## src/hw/rtl/stl_pkg.sv

```systemverilog
// Shared types, codes and keyword table for the source token lexer.
// Used by stl_ctrl, stl_dp and source_token_lexer; depends on nothing.
package stl_pkg;

   localparam int SYMBOLS_DEF  = 64;
   localparam int WORD_MAX_DEF = 32;
   localparam int KW_COUNT     = 15;
   localparam int KW_MAX_LEN   = 8;
   localparam int CSR_ADDR_W   = 3;
   localparam int QUEUE_DEPTH  = 4;

   // configuration register addresses
   localparam logic [CSR_ADDR_W-1:0] CSR_START_ID = 3'd0;
   localparam logic [15:0] START_ID_RESET = 16'd100;

   localparam logic [30:0] VALUE_MAX = 31'h7fff_ffff;

   // token kinds
   localparam logic [2:0] KIND_KEYWORD  = 3'd0;
   localparam logic [2:0] KIND_IDENT    = 3'd1;
   localparam logic [2:0] KIND_NUMBER   = 3'd2;
   localparam logic [2:0] KIND_STR_BYTE = 3'd3;
   localparam logic [2:0] KIND_STR_END  = 3'd4;
   localparam logic [2:0] KIND_DELIM    = 3'd5;
   localparam logic [2:0] KIND_OPERATOR = 3'd6;
   localparam logic [2:0] KIND_ERROR    = 3'd7;

   // error codes
   localparam logic [1:0] ERR_NONE      = 2'd0;
   localparam logic [1:0] ERR_BAD_CHAR  = 2'd1;
   localparam logic [1:0] ERR_WORD_LONG = 2'd2;
   localparam logic [1:0] ERR_TAB_FULL  = 2'd3;

   typedef struct packed {
      logic [7:0] byte_req;
      logic       end_of_input;
   } req_type;

   typedef struct packed {
      logic [2:0]  token_kind;
      logic [30:0] tok_value;
      logic [7:0]  first_char;
      logic [7:0]  second_char;
      logic [1:0]  error_code;
      logic        last;
   } rsp_type;

   // where the token value of a queued item comes from
   typedef enum logic [2:0] {
      VS_LIT,
      VS_NUM,
      VS_STR,
      VS_KW,
      VS_ID
   } vsel_type;

   typedef struct packed {
      logic       valid;
      logic [2:0] kind;
      vsel_type   vsel;
      logic [7:0] lit;
      logic [7:0] c1;
      logic [7:0] c2;
      logic [1:0] err;
   } emit_type;

   typedef struct packed {
      emit_type   emit0;
      emit_type   emit1;
      logic [7:0] byte_val;
      logic       word_start;
      logic       word_add;
      logic       num_start;
      logic       num_add;
      logic       str_start;
      logic       str_add;
      logic       sym_first;
      logic       sym_next;
      logic       len_rd;
      logic       txt_rd;
      logic       j_clr;
      logic       j_inc;
      logic       ins_wr;
      logic       ins_len;
      logic       cnt_inc;
   } cmd_type;

   typedef struct packed {
      logic kw_hit;
      logic sym_end;
      logic table_full;
      logic len_eq;
      logic byte_eq;
      logic last_byte;
      logic word_room;
      logic q_room;
   } stat_type;

   // keyword text, byte j at bits [8j+7:8j]
   function automatic logic [63:0] kw_word(input logic [3:0] idx);
      logic [63:0] w;
      begin
         case (idx)
            4'd0:    w = {8'd0, "regetni"};
            4'd1:    w = {32'd0, "rahc"};
            4'd2:    w = {48'd0, "fi"};
            4'd3:    w = {32'd0, "esle"};
            4'd4:    w = {24'd0, "elihw"};
            4'd5:    w = {40'd0, "rof"};
            4'd6:    w = {16'd0, "nruter"};
            4'd7:    w = {32'd0, "diov"};
            4'd8:    w = {8'd0, "naeloob"};
            4'd9:    w = {24'd0, "yarra"};
            4'd10:   w = {24'd0, "eslaf"};
            4'd11:   w = {32'd0, "eurt"};
            4'd12:   w = "noitcnuf";
            4'd13:   w = {24'd0, "tnirp"};
            4'd14:   w = {16'd0, "gnirts"};
            default: w = 64'd0;
         endcase
         return w;
      end
   endfunction

   function automatic logic [3:0] kw_length(input logic [3:0] idx);
      logic [3:0] n;
      begin
         case (idx)
            4'd0, 4'd8:                     n = 4'd7;
            4'd1, 4'd3, 4'd7, 4'd11:        n = 4'd4;
            4'd2:                           n = 4'd2;
            4'd4, 4'd9, 4'd10, 4'd13:       n = 4'd5;
            4'd5:                           n = 4'd3;
            4'd6, 4'd14:                    n = 4'd6;
            4'd12:                          n = 4'd8;
            default:                        n = 4'd0;
         endcase
         return n;
      end
   endfunction

endpackage

```

## src/hw/rtl/stl_ctrl.sv

```systemverilog
// Scanner and symbol search state machine of the source token lexer.
// Depends on stl_pkg; drives stl_dp through cmd and reads its status.
module stl_ctrl (
   input  logic            clock,
   input  logic            reset,
   input  logic            req_valid,
   output logic            req_ready,
   input  stl_pkg::req_type req_data,
   output stl_pkg::cmd_type cmd,
   input  stl_pkg::stat_type stat
);
   import stl_pkg::*;

   typedef enum logic [3:0] {
      M_IDLE, M_WORD, M_WORD_LONG, M_NUMBER, M_STRING, M_SLASH,
      M_LINE, M_BLOCK, M_BLOCK_STAR, M_OP
   } mode_type;

   typedef enum logic [2:0] {
      S_RUN, S_KW, S_SYM, S_LEN, S_CMPRD, S_CMP, S_INS, S_FIN
   } state_type;

   typedef enum logic [1:0] {F_KW, F_ID, F_FULL} fin_type;

   typedef struct packed {
      mode_type mode;
      emit_type em;
      logic     word_start;
      logic     num_start;
      logic     str_start;
      logic     set_pend;
   } idle_type;

   state_type  state_ff, state_in;
   mode_type   mode_ff, mode_in;
   fin_type    fin_ff, fin_in;
   logic [7:0] pend_ff, pend_in;
   logic [7:0] save_c_ff, save_c_in;
   logic       save_e_ff, save_e_in;

   function automatic emit_type mk(input logic [2:0] kind, input vsel_type vs,
                                   input logic [7:0] lit, input logic [7:0] c1,
                                   input logic [7:0] c2, input logic [1:0] err);
      emit_type e;
      begin
         e.valid = 1'b1;
         e.kind  = kind;
         e.vsel  = vs;
         e.lit   = lit;
         e.c1    = c1;
         e.c2    = c2;
         e.err   = err;
         return e;
      end
   endfunction

   function automatic logic is_alpha(input logic [7:0] c);
      return (c >= "a" && c <= "z") || (c >= "A" && c <= "Z");
   endfunction

   function automatic logic is_digit(input logic [7:0] c);
      return c >= "0" && c <= "9";
   endfunction

   // decode a byte seen with nothing pending
   function automatic idle_type idle_byte(input logic [7:0] c);
      idle_type r;
      begin
         r = '0;
         r.mode = M_IDLE;
         if (c == " " || c == "\n" || c == "\t") begin
            r.mode = M_IDLE;
         end else if (is_alpha(c)) begin
            r.word_start = 1'b1;
            r.mode = M_WORD;
         end else if (is_digit(c)) begin
            r.num_start = 1'b1;
            r.mode = M_NUMBER;
         end else if (c == "\"") begin
            r.str_start = 1'b1;
            r.mode = M_STRING;
         end else if (c == "/") begin
            r.mode = M_SLASH;
         end else if (c == "(" || c == ")" || c == "[" || c == "]" || c == "{" ||
                      c == "}" || c == "," || c == ";" || c == ":" || c == "'") begin
            r.em = mk(KIND_DELIM, VS_LIT, 8'd0, c, 8'd0, ERR_NONE);
         end else if (c == "+" || c == "-" || c == "=" || c == "&" || c == "|" ||
                      c == "<" || c == ">" || c == "!") begin
            r.set_pend = 1'b1;
            r.mode = M_OP;
         end else if (c == "*" || c == "%" || c == "^") begin
            r.em = mk(KIND_OPERATOR, VS_LIT, 8'd0, c, 8'd0, ERR_NONE);
         end else begin
            r.em = mk(KIND_ERROR, VS_LIT, 8'd0, 8'd0, 8'd0, ERR_BAD_CHAR);
         end
         return r;
      end
   endfunction

   logic       accept;
   logic [7:0] c;
   logic       eoi;
   logic       use_idle;
   logic       pair;
   logic       cmp_op;
   idle_type   idl;
   emit_type   em_a;
   emit_type   em_b;

   assign req_ready = (state_ff == S_RUN) && stat.q_room;
   assign accept    = req_valid && req_ready;

   always_comb begin
      state_in  = state_ff;
      mode_in   = mode_ff;
      fin_in    = fin_ff;
      pend_in   = pend_ff;
      save_c_in = save_c_ff;
      save_e_in = save_e_ff;
      cmd       = '0;
      em_a      = '0;
      em_b      = '0;
      use_idle  = 1'b0;
      c         = (state_ff == S_FIN) ? save_c_ff : req_data.byte_req;
      eoi       = req_data.end_of_input;
      idl       = idle_byte(c);
      cmp_op    = (pend_ff == "<") || (pend_ff == ">") || (pend_ff == "!");
      pair      = (cmp_op && c == "=") || (!cmp_op && c == pend_ff);

      case (state_ff)
         // scan one byte per cycle while two queue entries are free
         S_RUN: begin
            if (accept && eoi) begin
               mode_in = M_IDLE;
               case (mode_ff)
                  M_WORD: begin
                     save_e_in = 1'b1;
                     state_in  = S_KW;
                  end
                  M_WORD_LONG:
                     em_a = mk(KIND_ERROR, VS_LIT, 8'd0, 8'd0, 8'd0, ERR_WORD_LONG);
                  M_NUMBER:
                     em_a = mk(KIND_NUMBER, VS_NUM, 8'd0, 8'd0, 8'd0, ERR_NONE);
                  M_STRING:
                     em_a = mk(KIND_STR_END, VS_STR, 8'd0, 8'd0, 8'd0, ERR_NONE);
                  M_SLASH:
                     em_a = mk(KIND_OPERATOR, VS_LIT, 8'd0, "/", 8'd0, ERR_NONE);
                  M_OP:
                     em_a = mk(KIND_OPERATOR, VS_LIT, 8'd0, pend_ff, 8'd0, ERR_NONE);
                  default: ;
               endcase
            end else if (accept) begin
               case (mode_ff)
                  M_WORD, M_WORD_LONG: begin
                     if (is_alpha(c) || is_digit(c) || c == "_") begin
                        if (mode_ff == M_WORD && stat.word_room) begin
                           cmd.word_add = 1'b1;
                        end else begin
                           mode_in = M_WORD_LONG;
                        end
                     end else if (mode_ff == M_WORD_LONG) begin
                        em_a = mk(KIND_ERROR, VS_LIT, 8'd0, 8'd0, 8'd0, ERR_WORD_LONG);
                        use_idle = 1'b1;
                     end else begin
                        save_c_in = c;
                        save_e_in = 1'b0;
                        state_in  = S_KW;
                     end
                  end
                  M_NUMBER: begin
                     if (is_digit(c)) begin
                        cmd.num_add = 1'b1;
                     end else begin
                        em_a = mk(KIND_NUMBER, VS_NUM, 8'd0, 8'd0, 8'd0, ERR_NONE);
                        use_idle = 1'b1;
                     end
                  end
                  M_STRING: begin
                     if (c == "\"") begin
                        em_a = mk(KIND_STR_END, VS_STR, 8'd0, 8'd0, 8'd0, ERR_NONE);
                        mode_in = M_IDLE;
                     end else begin
                        em_a = mk(KIND_STR_BYTE, VS_LIT, c, 8'd0, 8'd0, ERR_NONE);
                        cmd.str_add = 1'b1;
                     end
                  end
                  M_SLASH: begin
                     if (c == "/") begin
                        mode_in = M_LINE;
                     end else if (c == "*") begin
                        mode_in = M_BLOCK;
                     end else begin
                        em_a = mk(KIND_OPERATOR, VS_LIT, 8'd0, "/", 8'd0, ERR_NONE);
                        use_idle = 1'b1;
                     end
                  end
                  M_LINE: begin
                     if (c == "\n") mode_in = M_IDLE;
                  end
                  M_BLOCK: begin
                     if (c == "*") mode_in = M_BLOCK_STAR;
                  end
                  M_BLOCK_STAR: begin
                     if (c == "/") begin
                        mode_in = M_IDLE;
                     end else if (c != "*") begin
                        mode_in = M_BLOCK;
                     end
                  end
                  M_OP: begin
                     if (pair) begin
                        em_a = mk(KIND_OPERATOR, VS_LIT, 8'd0, pend_ff, c, ERR_NONE);
                        mode_in = M_IDLE;
                     end else begin
                        em_a = mk(KIND_OPERATOR, VS_LIT, 8'd0, pend_ff, 8'd0, ERR_NONE);
                        use_idle = 1'b1;
                     end
                  end
                  default: use_idle = 1'b1;
               endcase
            end
         end
         // keyword check on the finished word
         S_KW: begin
            if (stat.kw_hit) begin
               fin_in   = F_KW;
               state_in = S_FIN;
            end else begin
               cmd.sym_first = 1'b1;
               state_in = S_SYM;
            end
         end
         // walk the symbol table
         S_SYM: begin
            if (stat.sym_end) begin
               if (stat.table_full) begin
                  fin_in   = F_FULL;
                  state_in = S_FIN;
               end else begin
                  cmd.j_clr = 1'b1;
                  state_in  = S_INS;
               end
            end else begin
               cmd.len_rd = 1'b1;
               state_in = S_LEN;
            end
         end
         S_LEN: begin
            if (stat.len_eq) begin
               cmd.j_clr = 1'b1;
               state_in  = S_CMPRD;
            end else begin
               cmd.sym_next = 1'b1;
               state_in = S_SYM;
            end
         end
         S_CMPRD: begin
            cmd.txt_rd = 1'b1;
            state_in = S_CMP;
         end
         S_CMP: begin
            if (!stat.byte_eq) begin
               cmd.sym_next = 1'b1;
               state_in = S_SYM;
            end else if (stat.last_byte) begin
               fin_in   = F_ID;
               state_in = S_FIN;
            end else begin
               cmd.j_inc = 1'b1;
               state_in  = S_CMPRD;
            end
         end
         // copy the new identifier into the table
         S_INS: begin
            cmd.ins_wr = 1'b1;
            if (stat.last_byte) begin
               cmd.ins_len = 1'b1;
               cmd.cnt_inc = 1'b1;
               fin_in   = F_ID;
               state_in = S_FIN;
            end else begin
               cmd.j_inc = 1'b1;
            end
         end
         // emit the word token and handle the byte that ended it
         S_FIN: begin
            case (fin_ff)
               F_KW:    em_a = mk(KIND_KEYWORD, VS_KW, 8'd0, 8'd0, 8'd0, ERR_NONE);
               F_ID:    em_a = mk(KIND_IDENT, VS_ID, 8'd0, 8'd0, 8'd0, ERR_NONE);
               default: em_a = mk(KIND_ERROR, VS_LIT, 8'd0, 8'd0, 8'd0, ERR_TAB_FULL);
            endcase
            mode_in = M_IDLE;
            if (!save_e_ff) use_idle = 1'b1;
            state_in = S_RUN;
         end
         default: state_in = S_RUN;
      endcase

      if (use_idle) begin
         mode_in        = idl.mode;
         em_b           = idl.em;
         cmd.word_start = idl.word_start;
         cmd.num_start  = idl.num_start;
         cmd.str_start  = idl.str_start;
         if (idl.set_pend) pend_in = c;
      end

      // pack results so that a single one sits in the first slot
      cmd.byte_val = c;
      if (em_a.valid) begin
         cmd.emit0 = em_a;
         cmd.emit1 = em_b;
      end else begin
         cmd.emit0 = em_b;
         cmd.emit1 = '0;
      end
   end

   always_ff @(posedge clock) begin
      if (reset) begin
         state_ff  <= S_RUN;
         mode_ff   <= M_IDLE;
         fin_ff    <= F_KW;
         pend_ff   <= 8'd0;
         save_c_ff <= 8'd0;
         save_e_ff <= 1'b0;
      end else begin
         state_ff  <= state_in;
         mode_ff   <= mode_in;
         fin_ff    <= fin_in;
         pend_ff   <= pend_in;
         save_c_ff <= save_c_in;
         save_e_ff <= save_e_in;
      end
   end

endmodule

```

## config.mk

```make
export PLATFORM = sky130hd
export DESIGN_NAME = stl_ctrl
export DESIGN_NICKNAME = d
export VERILOG_FILES = /design/src/hw/rtl/stl_pkg.sv /design/src/hw/rtl/stl_ctrl.sv
export SDC_FILE = /design/constraint.sdc
export NUM_CORES = 1
export LEC_CHECK = 0
export BUFFER_PORTS_ARGS = -buffer_cell sky130_fd_sc_hd__buf_4
export CAP_MARGIN = 10
export CORE_ASPECT_RATIO = 1.4
export CORE_UTILIZATION = 52
export DETAILED_ROUTE_END_ITERATION = 16
export PLACE_DENSITY_LB_ADDON = 0.1
export SYNTH_ARGS = -nofsm -noshare
export SYNTH_HDL_FRONTEND = slang
export SYNTH_SLANG_ARGS = --single-unit
```

## constraint.sdc

```tcl
create_clock -name clock -period 3.1 [get_ports clock]
set_input_delay 0.31 -clock clock [delete_from_list [all_inputs] [get_ports clock]]
set_output_delay 0.31 -clock clock [all_outputs]
set_load 0.01 [all_outputs]
```

==> results of run 1 <==
[kinds of logic (layout without fill, tap and decap cells)]
family                    Yosys count  count (layout)  synth area share, %
AOI/OAI and AO/OA                 146             146                29.85
muxes                               8               8                2.593
buffers and inverters              87             220                13.81
xor gates and xnor gates            9               9                2.333
other                               1              21               0.1110
DFF                                26              26                15.41
and+or+nand+nor                   240             242                35.89
[metrics by stage]
stage	total power, uW	cell area [um2]	utilization (%)
CTS	1971	4980	79.63
floorplan	1203	3453	-
finish	2091	5245	83.87
global placement	1574	4441	71.01
detailed placement	1602	4441	71.01
global route	2190	5245	83.87
[state kept, by name (all words and copies together) (netlist names)]
name / count
fin_ff: 2
mode_ff: 4
pend_ff: 8
save_c_ff: 8
save_e_ff: 1
state_ff: 3
[Yosys cell counts (14+ instances only)]
master and n:
buf_4 28, a211oi_1 21, a21oi_1 29, clkbuf_1 20, o21ai_0 26, nand3_1 18
nor2_1 77, o22ai_1 14, nor3_1 19, nand2_1 48, dfxtp_1 26, inv_1 24
[how the worst min path moves through the flow]
stage / slack (ns) / from / depth (start not counted) / end
final: 0.40 / reset / 2 / state_ff[2]
after global routing: 0.42 / reset / 2 / state_ff[2]
after CTS: 0.39 / reset / 2 / fin_ff[0]
after detailed placement: 0.53 / save_e_ff / 2 / save_e_ff
after global placement: 0.50 / save_e_ff / 2 / save_e_ff
after floorplan: 0.47 / save_e_ff / 2 / save_e_ff
[area by class of cell]
class	count	share of cell area (%)
Tap cell	72	1.718
Clock buffer	3	0.7872
Sequential cell	26	10.21
Clock inverter	1	0.5725
Inverter	24	1.718
Multi-Input combinational cell	426	55.39
Timing Repair Buffer	192	29.60
[where the power goes]
group	leakage [uW]	internal, uW	switching (uW)
Sequential	0.000214	388	93.0
Combinational	0.00199	548	774
Clock	0.0000357	173	115
[worst max-delay path: stages (launching register included)]
cell	delay, ns
dfxtp_2	0.33
or4_4	0.57
nor2_4	0.12
nor4_2	0.06
buf_4	0.15
nand4bb_4	0.19
o211a_1	0.27
a21o_4	0.25
or3_4	0.42
o31ai_2	0.23
buf_4	0.17
[layer usage]
metal,vias to the layer above,wire [um]
met1,2259,5253
met3,127,1450
met5,-,0
li1,2141,-
met4,0,1187
met2,423,7338
[what timing repair did]
action,4_1_cts,5_1_grt
cloned,4,0
pin swaps,19,8
buffers inserted,11,11
endpoints found under the setup margin,39,29
resized for setup,75,37
==> reports/metrics.yaml, run 1 <==
status: "finished with violations"
violations: "negative setup slack"
worstReg2RegEnd: "pend_ff[4]"
r2r_cells: 14
grtUsageMet2_pct: 69.67
drt-total-wl_um: 15230
drv_cap: 0
cts.sinks: 26
ff2ff_setup_slack_ns: 0.02
startpoint_type: "flip-flop"
area_delta_synth_final_pct: 55.26
relSlewSlack_pct: 38.13
antenna_found_initial: 0
clk_latency_ns: 0.28
vias_per_cell: 6.653
htree_levels: 1
p_leak_uw: 0.002244
drc: 0
ir_drop_uv: 413.0
yosysTopAreaCell: "dfxtp_1"
initial_utilization_pct: 54.02
crit_arrival_ns: 3.04
synthCells: 517
rows: 34
grtUsageMet1_pct: 44.96
groute.usage.overall_pct: 39.92
place_congestion: 1.061
final_common_cell: "buf_4"
numPlacedInstances: 714
hold_class: "in2reg"
max_freq_ghz: 0.2985
drtIter0Drc: 680
instances_no_fill: 744
hold_viol: 0
critPathLaunch: "save_c_ff[2]"
synthDistinctLibCells: 70
reg2reg_from: "state_ff[1]"
fin_skew_ns: 0.003831
overflow: 0
synth_edf_count: 0
ant_nets: 0
die_y_um: 97.37
crit_path_end: "cmd[56]"
ys_top_cells_by_area: "dfxtp_1 15%, nor2_1 8.6%, buf_4 6.2%, nand2_1 5.3%, a211oi_1 4.7%"
ctsHoldBuffers: 0
diodes: 0
cts_tree: "built"
numPortBuffers: 88
core_area_um2: 6254
cp-end-kind: "output port"
wire_per_inst_um: 20.47
ios: 110
final_cell_mix: "177 x buf_4, 73 x nor2_1, 46 x nand2_1"
synth.avg_cell_area_um2: 6.534
dr.pass1.iters: 6
rsz0062_at_grt: "yes"
grt_max_degree: 27
cp_max_fo: 5
grt_pass1_vias: 4440
netlist_area_um2: 3378
crit_type: "reg2out"
fill_cells: 400
dp_worst_setup_slack_ns: -0.3298
grt_pass1_wl_um: 21960
clk_path_buf_depth: 2
ys_seq_elements: 26
drive_gt1_share_pct: 40.77
fin_setup_tns_ns: -2.719
synth_top_area_share_pct: 15.41
hpwl_um: 10120
nets: 693
whs_ns: 0.4015
cp.required_ns: 2.79
clk_transition_reported_paths_ns: 0.10
via_count: 4950
layout_setup_ws_ns: -0.2500
synthArstFlopShare_pct: 0
ys.flop_type: "dfxtp_1"
drv_slew: 0
setup_viol: 26
numCtsBuffers: 3
tightest_slew_ns: 0.9023
met3_usage_pct: 6.846
post-route-min-period_ns: 3.350
grt.busiest_layer: "met2"
yosysWarnings: 0
final-seq-area_um2: 535.5
power_density_nw_per_um2: 398.6
dieArea_um2: 6828
die_w_um: 70.12
ys_seq_area_share_pct: 15.41
root_buffer: "clkbuf_8"
period_share_pct: 108.1
multi_input_area_um2: 2905
(Power assumes the default switching activity.)
==> run 2: changes to the inputs <==
==> constraint.sdc (replaced) <==
create_clock -name clock -period 3.35 [get_ports clock]
set_input_delay 0.335 -clock clock [delete_from_list [all_inputs] [get_ports clock]]
set_output_delay 0.335 -clock clock [all_outputs]
set_load 0.01 [all_outputs]
==> reports/metrics.yaml, run 2 (synthesis gave the netlist of run 1 again) <==
vias_per_cell: 6.499
ir_drop_uv: 413.9
startpoint_type: "flip-flop"
via_count: 4517
cp-end-kind: "output port"
p_leak_uw: 0.001936
antenna_found_initial: 0
worstReg2RegEnd: "mode_ff[3]"
period_share_pct: 101.0
core_area_um2: 6254
ff2ff_setup_slack_ns: 0.25
overflow: 0
max_freq_ghz: 0.2955
reg.largest.list: "pend_ff: 8 flops, save_c_ff: 8 flops, mode_ff: 4 flops"
numPortBuffers: 88
drt-total-wl_um: 13340
hp-start: "req_data[0]"
power_density_nw_per_um2: 388.3
grt_pass1_wl_um: 19800
post-route-min-period_ns: 3.384
drtIter0Drc: 515
drive_gt1_share_pct: 31.14
final_common_cell: "buf_4"
hold_class: "in2reg"
diodes: 0
drv_slew: 0
final-seq-area_um2: 534.3
initial_utilization_pct: 54.02
hold_viol: 0
whs_ns: 0.3992
fin_skew_ns: 0.006462
grt_pass1_vias: 3941
cp.required_ns: 3.01
dr.pass1.iters: 8
clk_transition_reported_paths_ns: 0.09
crit_arrival_ns: 3.05
clk_path_buf_depth: 2
cts_tree: "built"
dieArea_um2: 6828
relSlewSlack_pct: 47.41
violations: "negative setup slack"
die_y_um: 97.37
setup_viol: 7
status: "finished with violations"
drv_cap: 0
drc: 0
finalPower_uw: 1779
hpwl_um: 9866
cts.sinks: 26
grt_max_degree: 27
path_cells: "nand3_4 > buf_8 > mux2i_4 > o22ai_2 > a211o_1 > or4_4 > a21oi_4 > a21o_1 > nand2b_4 > buf_4 > o31ai_1 > buf_4"
crit_type: "reg2out"
final_cell_mix: "134 x buf_4, 76 x nor2_1, 47 x nand2_1"
place_congestion: 0.9851
die_w_um: 70.12
tightest_slew_ns: 0.7670
rows: 34
clk_latency_ns: 0.28
wire_per_inst_um: 19.19
area_delta_synth_final_pct: 35.63
worstHoldEndpoint: "save_e_ff"
ios: 110
root_buffer: "clkbuf_8"
reg2reg_from: "save_c_ff[5]"
critPathSlowestCell: "or4_4"
cp_max_fo: 8
ant_nets: 0
min_path_cells: 3
cpMostUsedCell: "buf_4"
layout_setup_ws_ns: -0.03412
nets: 644
groute.usage.overall_pct: 36.08
critPathLaunch: "state_ff[1]"
htree_levels: 1
ctsHoldBuffers: 0
multi_input_area_um2: 2661
fill_cells: 527
numCtsBuffers: 3
max_stage_delay_ns: 0.48
rsz0062_at_grt: "yes"
r2r_cells: 11
[run 2: cell count changes in the layout (fill, tap and decap cells not counted), sizes merged]
| cell | change |
|---|---|
| bufbuf | -1 |
| nand2b | -1 |
| buf | -47 |
[run 2: worst max path at each step]
stage,end,slack (ns),cells after the start
after global placement,cmd[85],0.12,10
after detailed placement,cmd[85],0.03,10
after CTS,cmd[39],-0.005,12
after global routing,cmd[72],-0.1,12
final,cmd[72],-0.03,12
after floorplan,cmd[55],0.36,11
[run 2: per-layer routing]
metal / share of wire, % / global-route usage (%) / vias up
met3: 7.9 / 4.772 / 75
met1: 37 / 43.86 / 2084
met2: 49 / 59.17 / 300
li1: - / - / 2058
met5: 0 / 0 / -
met4: 6.2 / 22.77 / 0
[run 2: cell type report]
cell class / count / share of cell area [%]
Multi-Input combinational cell: 425 / 58.08
Timing Repair Buffer: 144 / 24.77
Sequential cell: 26 / 11.66
Inverter: 24 / 1.966
Tap cell: 72 / 1.966
Clock buffer: 3 / 0.9011
Clock inverter: 1 / 0.6554
[run 2: metrics by stage]
stage | std cells | TNS [ns] | utilization (%) | setup WS [ns] | area, um2
global route | 695 | -1.134 | 73.27 | -0.09562 | 4582
finish | 695 | -0.07519 | 73.27 | -0.03412 | 4582
CTS | 685 | -0.006585 | 68.91 | -0.005428 | 4309
floorplan | 537 | 0 | - | 0.3551 | 3453
detailed placement | 679 | 0 | 66.61 | 0.03334 | 4165
global placement | 679 | 0 | 66.61 | 0.1153 | 4165
[run 2: repair_timing]
| action | in CTS | in global routing |
|---|---|---|
| resized for setup | 17 | 43 |
| gates cloned | 0 | 1 |
| buffers inserted | 2 | 9 |
| pin swaps | 3 | 9 |
| setup endpoints to repair | 24 | 27 |
[run 2: critical path, delay by kind of cell (launching register included)]
family                 cells  cell delay (ns)
AOI/OAI and AO/OA          5             0.82
buffers and inverters      3             0.47
DFF                        1             0.38
muxes                      1             0.25
and+or+nand+nor            3             0.85
[run 2: power by group]
part | total (uW) | internal (uW) | switching, uW
sequential | 452 | 359 | 92.8
clock | 263 | 160 | 103
combinational | 1060 | 427 | 637
==> run 3: changes to the inputs <==
--- a/config.mk
+++ b/config.mk
@@ -7,8 +7,10 @@
 export LEC_CHECK = 0
 export BUFFER_PORTS_ARGS = -buffer_cell sky130_fd_sc_hd__buf_4
 export CAP_MARGIN = 10
+export CELL_PAD_IN_SITES_DETAIL_PLACEMENT = 1
+export CELL_PAD_IN_SITES_GLOBAL_PLACEMENT = 2
 export CORE_ASPECT_RATIO = 1.4
-export CORE_UTILIZATION = 52
+export CORE_UTILIZATION = 27
 export DETAILED_ROUTE_END_ITERATION = 16
 export PLACE_DENSITY_LB_ADDON = 0.1
 export SYNTH_ARGS = -nofsm -noshare
==> reports/metrics.yaml, run 3 (synthesis gave the netlist of run 1 again) <==
status: "completed"
final_common_cell: "buf_4"
area_delta_synth_final_pct: 46.15
critPathSlowestCell: "or4_4"
swShare_pct: 46.03
numCtsBuffers: 3
relSlewSlack_pct: 34.89
clk_transition_reported_paths_ns: 0.08
drtIter0Drc: 207
power.switching_uw: 924.7
startpoint_type: "flip-flop"
grt_max_degree: 27
fin_setup_tns_ns: 0
antenna_found_initial: 0
max_stage_delay_ns: 0.53
drive_gt1_share_pct: 34.67
post-route-min-period_ns: 3.325
vias_per_cell: 5.533
max_freq_ghz: 0.3008
worstReg2RegEnd: "pend_ff[0]"
cts_tree: "built"
hpwl_um: 13610
rows: 48
period_share_pct: 99.25
initial_utilization_pct: 27.57
crit_type: "reg2out"
via_count: 4421
ir_drop_uv: 280.3
nets: 670
grt_pass1_wl_um: 25650
core_area_um2: 12250
dp_worst_setup_slack_ns: -0.05030
power.share.sequential_pct: 22.6
diodes: 0
crit_buf_inv: 1
ff2ff_setup_slack_ns: 0.22
crit_arrival_ns: 2.99
p_leak_uw: 0.002093
clk_path_buf_depth: 2
reg.largest.list: "pend_ff: 8 flops, save_c_ff: 8 flops, mode_ff: 4 flops"
die_y_um: 134.4
setup_viol: 0
layout_setup_ws_ns: 0.02509
ctsHoldBuffers: 0
reg2reg_from: "save_c_ff[3]"
final_cell_area_um2: 4937
p_int_uw: 1084
dieArea_um2: 12970
final_cell_mix: "165 x buf_4, 72 x nor2_1, 47 x nand2_1"
tightest_slew_ns: 0.9495
drv_slew: 0
cp_max_fo: 5
drt-total-wl_um: 17280
ios: 110
path_cells: "or4_4 > nor2_4 > nor4_4 > nand4bb_1 > o211a_1 > a21o_4 > or3_4 > o31ai_2 > buf_4"
root_buffer: "clkbuf_16"
overflow: 0
numPortBuffers: 88
ant_nets: 0
hold_viol: 0
placed_area_um2: 4466
pwr-share-comb_pct: 59.1
final-seq-area_um2: 543.0
rsz0062_at_grt: "yes"
wire_per_inst_um: 21.63
multi_input_area_um2: 2699
worstSetupPathDepth: 9
power_density_nw_per_um2: 406.8
place_congestion: 0.9351
clk_latency_ns: 0.27
htree_levels: 1
clkPwrFrac_pct: 18.3
fill_cells: 1618
r2r_cells: 11
finalPower_uw: 2009
dr.pass1.iters: 5
die_w_um: 96.54
grt_pass1_vias: 4457
fin_skew_ns: 0.01176
drv_cap: 0
cp.required_ns: 3.01
cts.sinks: 26
drc: 0
critPathLaunch: "save_c_ff[3]"
hold_class: "in2reg"
path_delay_family: "simple AND/OR/NAND/NOR gates"
crit_path_end: "cmd[85]"
groute.usage.overall_pct: 26.32
cp-end-kind: "output port"
## run 3: cell count changes in the layout (fill, tap and decap cells not counted), moves of 4 or more
cell,delta
nor2_1,-4
buf_4,+31
clkbuf_16,+4
o311ai_0,-4
buf_6,-4
## run 3: metal layers
| layer | vias to the layer above | routed length [um] | global-route usage, % |
|---|---|---|---|
| met1 | 2132 | 6971 | 31.01 |
| met5 | - | 0 | 0 |
| li1 | 2098 | - | - |
| met3 | 34 | 699 | 2.778 |
| met4 | 0 | 595 | 8.742 |
| met2 | 157 | 9013 | 48.12 |
## run 3: worst min-delay path by stage
stage / to / start / depth (start not counted) / slack, ns
after floorplan: save_e_ff / save_e_ff / 2 / 0.47
after global placement: save_c_ff[0] / save_c_ff[0] / 2 / 0.51
after detailed placement: save_c_ff[0] / save_c_ff[0] / 2 / 0.54
after CTS: save_e_ff / req_data[0] / 3 / 0.42
after global routing: save_e_ff / req_data[0] / 3 / 0.45
final: save_e_ff / req_data[0] / 3 / 0.42
## run 3: area by class of cell
type	count	share of cell area, %
clock inverter	1	0.6082
timing repair buffer	170	26.58
inverter	24	1.825
clock buffer	3	1.521
multi-input combinational	425	54.66
sequential	26	11.00
tap	150	3.801
## run 3: tightest hold or removal path, delay by kind of cell
family / cells / cell delay (ns)
AND/OR/NAND/NOR: 1 / 0.08
AO/OA/AOI/OAI: 1 / 0.09
buffers and inverters: 1 / 0.14
## run 3: repair_timing
item | in CTS | in global routing
gates cloned | 0 | 2
setup endpoints to repair | 26 | 29
pin swaps | 0 | 14
gates resized for setup | 17 | 50
setup buffers | 0 | 9
## run 3: through the flow
step / hold WS (ns) / utilization [%] / std cells
3_3_place_gp: 0.5145 / 36.45 / 784
4_1_cts: 0.4242 / 37.68 / 788
6_report: 0.4153 / 40.30 / 799
3_5_place_dp: 0.5360 / 36.45 / 784
2_1_floorplan: 0.4658 / - / 537
5_1_grt: 0.4459 / 40.30 / 799
## run 3: power groups by stage
stage / clock network [uW] / registers [uW] / logic, uW
after global placement: 0 / 443 / 1110
after floorplan: 0 / 381 / 733
after detailed placement: 0 / 449 / 1120
final: 367 / 453 / 1190
after CTS: 374 / 446 / 1130
after global routing: 382 / 467 / 1290
